## config.mk

```make
export PLATFORM = sky130hd
export DESIGN_NAME = dia_ctrl
export DESIGN_NICKNAME = d
export VERILOG_FILES = /design/src/rtl/core/dia_pkg.sv /design/src/rtl/core/dia_ctrl.sv
export SDC_FILE = /design/constraint.sdc
export NUM_CORES = 1
export LEC_CHECK = 0
export ABC_AREA = 0
export CORE_AREA = 2 2 39 41
export DETAILED_ROUTE_END_ITERATION = 7
export DIE_AREA = 0 0 41 43
export DONT_BUFFER_PORTS = 1
export HOLD_SLACK_MARGIN = 0.08
export RECOVER_POWER = 100
export SETUP_SLACK_MARGIN = 0.05
export SLEW_MARGIN = 5
export SYNTH_ARGS = -nofsm -noshare
export SYNTH_HDL_FRONTEND = slang
export SYNTH_SLANG_ARGS = --single-unit
export TNS_END_PERCENT = 50
```

## constraint.sdc

```tcl
create_clock -name clk -period 3.91 [get_ports clk]
set_input_delay 0.391 -clock clk [delete_from_list [all_inputs] [get_ports clk]]
set_output_delay 0.391 -clock clk [all_outputs]
set_load 0.1 [all_outputs]
```

## src/rtl/core/dia_pkg.sv

```systemverilog
`default_nettype none
// ---------------------------------------------------------------------------
// dia_pkg
// Types and codes shared by the descriptor id allocator modules.
// ---------------------------------------------------------------------------
package dia_pkg;

    localparam int LIMIT_BITS = 9;
    localparam logic [LIMIT_BITS-1:0] ID_LIMIT_RESET = 9'd256;

    localparam logic [1:0] MODE_ALLOC   = 2'd0;
    localparam logic [1:0] MODE_RELEASE = 2'd1;
    localparam logic [1:0] MODE_LOOKUP  = 2'd2;

    localparam logic [1:0] STAT_OK   = 2'd0;
    localparam logic [1:0] STAT_FULL = 2'd1;
    localparam logic [1:0] STAT_BAD  = 2'd2;

    typedef struct packed {
        logic [1:0]  mode;
        logic [7:0]  id;
        logic [31:0] node_handle;
    } in_item_t;

    typedef struct packed {
        logic [1:0]  status;
        logic [7:0]  id_out;
        logic [31:0] handle_out;
    } out_item_t;

    typedef enum logic [2:0] {
        S_CLEAR,
        S_IDLE,
        S_ALLOC,
        S_RELEASE,
        S_LOOKUP
    } state_t;

    typedef struct packed {
        logic clear_step;
        logic capture;
        logic search_step;
        logic finish_alloc;
        logic finish_release;
        logic finish_lookup;
    } ctrl_cmd_t;

    typedef struct packed {
        logic clear_last;
        logic search_done;
        logic out_free;
    } ctrl_sts_t;

endpackage
`default_nettype wire

```

## src/rtl/core/dia_ctrl.sv

```systemverilog
`default_nettype none
// ---------------------------------------------------------------------------
// dia_ctrl
// Sequencer: clearing pass after reset, request capture, map search and
// result commit.
// ---------------------------------------------------------------------------
module dia_ctrl (
    input  wire logic               clk,
    input  wire logic               rst_n,
    input  wire logic               in_valid,
    input  wire logic [1:0]         req_mode,
    input  wire dia_pkg::ctrl_sts_t sts,
    output logic                    in_stall,
    output dia_pkg::ctrl_cmd_t      cmd
);
    import dia_pkg::*;

    state_t state_reg;
    state_t state_next;

    always_ff @(posedge clk or negedge rst_n)
    begin
        if (!rst_n)
        begin
            state_reg <= S_CLEAR;
        end
        else
        begin
            state_reg <= state_next;
        end
    end

    always_comb
    begin
        state_next = state_reg;
        case (state_reg)
            S_CLEAR:
            begin
                if (sts.clear_last)
                begin
                    state_next = S_IDLE;
                end
            end
            S_IDLE:
            begin
                if (in_valid)
                begin
                    case (req_mode)
                        MODE_ALLOC:   state_next = S_ALLOC;
                        MODE_RELEASE: state_next = S_RELEASE;
                        default:      state_next = S_LOOKUP;
                    endcase
                end
            end
            S_ALLOC:
            begin
                if (sts.search_done && sts.out_free)
                begin
                    state_next = S_IDLE;
                end
            end
            S_RELEASE, S_LOOKUP:
            begin
                if (sts.out_free)
                begin
                    state_next = S_IDLE;
                end
            end
            default: state_next = S_CLEAR;
        endcase
    end

    always_comb
    begin
        cmd      = '0;
        in_stall = 1'b1;
        case (state_reg)
            S_CLEAR:
            begin
                cmd.clear_step = 1'b1;
            end
            S_IDLE:
            begin
                in_stall    = 1'b0;
                cmd.capture = in_valid;
            end
            S_ALLOC:
            begin
                cmd.search_step  = !sts.search_done;
                cmd.finish_alloc = sts.search_done && sts.out_free;
            end
            S_RELEASE:
            begin
                cmd.finish_release = sts.out_free;
            end
            S_LOOKUP:
            begin
                cmd.finish_lookup = sts.out_free;
            end
            default:
            begin
                cmd = '0;
            end
        endcase
    end

endmodule
`default_nettype wire

```

==> insert_results.sql, run 1 <==
INSERT INTO impl_metrics (metric_group, metric, value, unit) VALUES
('status', 'run_status', 'complete, no violations', ''),
('setup_path', 'critPathMaxStageDelay', '1.08', 'ns'),
('synthesis', 'syn-mean-instance-area', '8.897', 'um2'),
('worst_hold_path', 'worst_hold_check_path_type', 'input pin to flop', ''),
('clocking', 'tritoncts', 'yes', ''),
('synthesis', 'synthCells', '36', ''),
('detailed_routing', 'final_antenna_net_count', '0', ''),
('grt', 'grt_pass1_vias', '304', ''),
('detailed_routing', 'routedWlPerCell', '12.62', 'um'),
('die', 'initial_utilization', '0.2315', ''),
('grt', 'global_route_wire_length_before_repair', '1304', 'um'),
('finish', 'flow.area_growth_from_synthesis', '28.91', '%'),
('timing', 'timing.final.crit_period', '2.534', 'ns'),
('synthesis', 'synth_top_flop_cell', 'dfrtp_1', ''),
('synthesis', 'synth.net_count', '44', ''),
('grt', 'grt_max_degree', '11', ''),
('setup_path', 'cp_required', '3.52', 'ns'),
('setup_path', 'rr_startpoint', 'state_reg[1]', ''),
('timing', 'maxSlewViolCount', '0', ''),
('finish', 'n_antenna_cell', '0', ''),
('synthesis', 'post_synth_main_area_contributors', 'dfrtp_1 (23%), buf_6 (11%), nor4bb_4 (7.8%)', ''),
('clocking', 'ctsHtreeMaxLevel', '1', ''),
('finish', 'drive_gt1_frac', '0.2381', ''),
('finish', 'final_nets', '51', ''),
('timing', 'hold_viol_final', '0', ''),
('clocking', 'tritoncts_num_sinks', '3', ''),
('grt', 'gr-usage-all-layers', '0.1118', ''),
('timing', 'rsz0062_at_grt', 'no', ''),
('placement', 'portBuffers', '0', ''),
('synthesis', 'share_of_async_settable_or_async_resettable_flops_after_synthesis', '1.000', ''),
('finish', 'largest_register_ffs', '3', ''),
('die', 'total_die_area', '0.001763', 'mm2'),
('detailed_routing', 'via_per_inst', '4.931', ''),
('setup_path', 'timing.critical_path.max_delay_family', 'simple AND/OR/NAND/NOR gates', ''),
('detailed_routing', 'routed_wirelength', '732', 'um'),
('die', 'io_pins', '15', ''),
('detailed_routing', 'drt_drc_violations_left', '0', ''),
('setup_path', 'setup_crit_start', 'state_reg[1]', ''),
('timing', 'achievable_freq', '394.7', 'MHz'),
('die', 'die_h', '43', 'um'),
('synthesis', 'synth.largest_area_cell', 'dfrtp_1', ''),
('detailed_routing', 'first_iter_violations', '1', ''),
('setup_path', 'timing.critical_path.from_type', 'flop', ''),
('setup_path', 'cp_data_arrival_time', '2.14', 'ns'),
('synthesis', 'synth_cell_types', '23', ''),
('synthesis', 'syn-cell-area', '320.3', 'um2'),
('detailed_routing', 'routed-via-count', '286', ''),
('timing', 'worst_rel_slew_slack', '0.07968', ''),
('clocking', 'clk_latency', '0.23', 'ns'),
('finish', 'fillerInstances', '158', ''),
('synthesis', 'synth.cells.most_frequent', 'nand2_1 (4), nor2_1 (4), nor3_1 (4), buf_6 (3), dfrtp_1 (3)', ''),
('timing', 'worst_pin_slew', '1.380', 'ns'),
('clocking', 'cts_buffer_depth', '2', ''),
('clocking', 'clkSlewWorstSetupHoldPaths', '0.04', 'ns'),
('timing', 'totalNegativeSetupSlack', '0', 'ns'),
('die', 'row_count', '14', ''),
('synthesis', 'ys_warn_count', '0', ''),
('setup_path', 'critical_path.slowest_cell', 'and2_0', ''),
('timing', 'skew', '0.002591', 'ns'),
('grt', 'gr-total-overflow', '0', ''),
('die', 'dieWidth', '41', 'um'),
('timing', 'timing.final.setup_violations', '0', ''),
('detailed_routing', 'drt_pre_antenna_iters', '2', ''),
('setup_path', 'path_cells', 'nand2b_1 > nor2_1 > and2_0', ''),
('placement', 'finalWeightedCongestion', '0.7818', ''),
('setup_path', 'criticalPathCategory', 'flop to primary output', ''),
('clocking', 'numCtsBuffers', '3', ''),
('die', 'floorplan_core_area', '0.001384', 'mm2'),
('synthesis', 'yosysSeqAreaShare', '0.2344', ''),
('grt', 'initial_antenna_violation_count', '0', ''),
('job', 'max_cap_violations', '0', ''),
('synthesis', 'total_of_flip_flops_plus_latches_after_synthesis', '3', ''),
('timing', 'final_min_period_over_clock_period', '0.6480', ''),
('worst_hold_path', 'hold_start', 'req_mode[1]', ''),
('synthesis', 'yosys.area.top_type_share', '0.2344', ''),
('synthesis', 'synth_enable_flop_cells', '0', ''),
('setup_path', 'cp_num_buf_inv', '0', ''),
('setup_path', 'critical_path.endpoint_type', 'primary output', ''),
('clocking', 'cts.root.buffer_cell', 'clkbuf_4', ''),
('setup_path', 'r2r_setup_slack', '2.03', 'ns'),
('setup_path', 'crit_fanout', '9', ''),
('placement', 'dp_hpwl', '591.1', 'um');
cell type report:
type,instances,area [um2],share of cell area
multi-input combinational,28,195.2,0.4727
timing repair buffer,5,88.84,0.2152
sequential,3,75.07,0.1818
clock buffer,4,26.28,0.06364
tap,16,20.02,0.04848
inverter,2,7.507,0.01818
timing repair:
action                    CTS  global route
resized for setup           0             0
hold buffers                1             0
buffers inserted            0             0
hold endpoints to repair    3             0
cell usage in the layout (no fill, tap or decap), drive strengths merged, types with 2 or more instances in the layout:
cell type / count
clkbuf: 8
dfrtp: 3
inv: 2
nand2: 4
nand2b: 2
nor2: 4
nor3: 4
o21ai: 2
layer usage:
metal | global-route usage | up-vias | routed length [um]
met2 | 0.1688 | 9 | 364
met4 | 0.06000 | 0 | 5
met5 | 0 | - | 0
met3 | 0.05759 | 2 | 58
li1 | - | 137 | -
met1 | 0.1201 | 138 | 304
kinds of logic after synthesis:
group	share of synthesized area
AO/OA/AOI/OAI	0.1797
multiplexers	0.07811
AND/OR/NAND/NOR	0.3789
buffers and inverters	0.1289
flip-flops	0.2344
through the flow:
stage | util | cells | hold slack (ns) | area (um2) | setup WS [ns]
2_1_floorplan | - | 36 | 0.09541 | 320.3 | 0.8654
3_3_place_gp | 0.3083 | 53 | 0.09552 | 426.7 | 1.883
3_5_place_dp | 0.3083 | 53 | 0.09552 | 426.7 | 1.853
4_1_cts | 0.3345 | 58 | 0.3051 | 462.9 | 1.603
5_1_grt | 0.2984 | 58 | 0.3147 | 412.9 | 1.218
6_report | 0.2984 | 58 | 0.3119 | 412.9 | 1.376
worst paths after layout:
path                           endpoint  cells past startpoint
max                              cmd[4]                      3
min                        state_reg[2]                      2
max reg2reg                state_reg[1]                      5
min reg2reg                state_reg[0]                      1
max in group asynchronous  state_reg[0]                      1
min in group asynchronous  state_reg[2]                      1
Power of run 1 is not shown: default switching activity piles up to over one toggle a cycle in this logic, so the estimate is an artifact.
==> inputs of run 2 (changes only) <==
==> constraint.sdc (replaced) <==
create_clock -name clk -period 2.25 [get_ports clk]
set_input_delay 0.225 -clock clk [delete_from_list [all_inputs] [get_ports clk]]
set_output_delay 0.225 -clock clk [all_outputs]
set_load 0.1 [all_outputs]
==> insert_results.sql, run 2 (same netlist as run 1, synthesis figures left out) <==
INSERT INTO impl_metrics (metric_group, metric, value, unit) VALUES
('status', 'run_status', 'complete, no violations', ''),
('setup_path', 'timing.critical_path.from_type', 'flop', ''),
('detailed_routing', 'via_per_inst', '5.000', ''),
('timing', 'maxSlewViolCount', '0', ''),
('grt', 'initial_antenna_violation_count', '0', ''),
('finish', 'post-route-cell-area', '432.9', 'um2'),
('clocking', 'tritoncts_num_sinks', '3', ''),
('finish', 'layout.core_utilization', '0.3128', ''),
('clocking', 'ctsHoldBuffers', '1', ''),
('die', 'total_die_area', '0.001763', 'mm2'),
('clocking', 'tritoncts', 'yes', ''),
('grt', 'routing_layer_with_the_top_usage_in_global_route', 'met2', ''),
('detailed_routing', 'drt_pre_antenna_iters', '2', ''),
('finish', 'largest_register_ffs', '3', ''),
('placement', 'portBuffers', '0', ''),
('grt', 'gr-usage-met3', '0.04188', ''),
('worst_hold_path', 'worst_hold_check_path_type', 'input pin to flop', ''),
('setup_path', 'cp_required', '2.03', 'ns'),
('grt', 'grt_max_degree', '11', ''),
('finish', 'most-common-layout-cells', 'nor2_1 (4), nand2_1 (4), clkbuf_2 (4), clkbuf_4 (3), dfrtp_1 (3)', ''),
('timing', 'timing.final.crit_period', '1.858', 'ns'),
('grt', 'global_route_wire_length_before_repair', '1290', 'um'),
('timing', 'rsz0062_at_grt', 'no', ''),
('finish', 'final_nets', '54', ''),
('setup_path', 'path_cells', 'inv_2 > nand2_1 > nor3_4 > clkbuf_2', ''),
('timing', 'achievable_freq', '538.1', 'MHz'),
('detailed_routing', 'routedWlPerCell', '12.64', 'um'),
('clocking', 'cts_buffer_depth', '2', ''),
('placement', 'finalWeightedCongestion', '0.8348', ''),
('clocking', 'clk_latency', '0.24', 'ns'),
('clocking', 'clkSlewWorstSetupHoldPaths', '0.04', 'ns'),
('clocking', 'post_cts_resized', '0', ''),
('clocking', 'cts.root.buffer_cell', 'clkbuf_4', ''),
('clocking', 'ctsHtreeMaxLevel', '1', ''),
('grt', 'groute.layer.met2.usage', '0.1563', ''),
('job', 'max_cap_violations', '0', ''),
('setup_path', 'criticalPathCategory', 'flop to primary output', ''),
('grt', 'grt_pass1_vias', '300', ''),
('timing', 'skew', '0.002333', 'ns'),
('grt', 'groute.layer.met1.usage', '0.1346', ''),
('detailed_routing', 'drt_drc_violations_left', '0', ''),
('clocking', 'numCtsBuffers', '3', ''),
('finish', 'flow.area_growth_from_synthesis', '35.16', '%'),
('die', 'dieWidth', '41', 'um'),
('finish', 'drive_gt1_frac', '0.3556', ''),
('timing', 'final_min_period_over_clock_period', '0.8259', ''),
('die', 'die_h', '43', 'um'),
('timing', 'hold_viol_final', '0', ''),
('grt', 'gr-total-overflow', '0', ''),
('clocking', 'postCtsSetupBuffers', '0', ''),
('setup_path', 'cp_num_buf_inv', '2', ''),
('timing', 'worst_rel_slew_slack', '0.6415', ''),
('timing', 'timing.final.setup_violations', '0', ''),
('detailed_routing', 'first_iter_violations', '3', ''),
('placement', 'postPlaceCellArea', '426.7', 'um2'),
('placement', 'dp_hpwl', '574.7', 'um'),
('detailed_routing', 'routed-via-count', '305', ''),
('die', 'row_count', '14', ''),
('setup_path', 'cp_data_arrival_time', '1.63', 'ns'),
('grt', 'gr-usage-all-layers', '0.1153', ''),
('timing', 'worst_pin_slew', '0.5400', 'ns'),
('setup_path', 'timing.critical_path.max_delay_family', 'buffers and inverters', ''),
('worst_hold_path', 'hold_start', 'req_mode[1]', ''),
('detailed_routing', 'final_antenna_net_count', '0', ''),
('setup_path', 'critPathMaxStageDelay', '0.50', 'ns'),
('die', 'io_pins', '15', ''),
('setup_path', 'critical_path.endpoint_type', 'primary output', ''),
('setup_path', 'crit_fanout', '10', ''),
('setup_path', 'critical_path.slowest_cell', 'dfrtp_1', ''),
('finish', 'n_antenna_cell', '0', ''),
('setup_path', 'rr_startpoint', 'state_reg[0]', ''),
('die', 'floorplan_core_area', '0.001384', 'mm2'),
('detailed_routing', 'routed_wirelength', '771', 'um'),
('setup_path', 'setup_crit_start', 'state_reg[2]', ''),
('die', 'initial_utilization', '0.2315', '');
-- run 2: changes by cell type in the layout (fill, tap and decap cells not counted), sizes merged --
cell | before | now
buf | 0 | 1
clkbuf | 8 | 10
-- run 2: final timing paths --
check / slack (ns) / cells past startpoint / endpoint
max reg2reg: 0.47 / 4 / state_reg[1]
min in group asynchronous: 0.24 / 1 / state_reg[0]
min: 0.14 / 2 / state_reg[2]
min reg2reg: 0.73 / 1 / state_reg[1]
max: 0.39 / 4 / cmd[2]
max in group asynchronous: 1.87 / 1 / state_reg[1]
-- run 2: worst register-to-register path, stage by stage (launching register included) --
cell	delay, ns
dfrtp_1	0.59
nand2b_1	0.13
a2bb2oi_1	0.16
o21ai_0	0.43
mux2_4	0.34
-- run 2: final cells by class --
class                   count  area, um2
clock buffers               4      26.28
fillers                   151      950.9
well taps                  16      20.02
repair buffers              8      87.58
inverters                   2      7.507
flip-flops and latches      3      75.07
multi-input cells          28      216.5
-- run 2: metal layers --
layer | wire (um) | vias up | part of all wire
met1 | 316 | 143 | 0.41
met4 | 15 | 0 | 0.019
met3 | 68 | 2 | 0.088
met5 | 0 | - | 0
li1 | - | 144 | -
met2 | 370 | 16 | 0.48
-- run 2: per-stage QoR --
stage,setup slack (ns),instances,hold slack (ns),TNS [ns]
2_1_floorplan,-0.5442,36,-0.07059,-1.071
3_3_place_gp,0.7086,56,-0.07051,0
3_5_place_dp,0.6417,56,-0.07049,0
4_1_cts,0.3912,61,0.1296,0
5_1_grt,0.2438,61,0.1272,0
6_report,0.3917,61,0.1357,0
Power of run 2 is left out for the same reason.
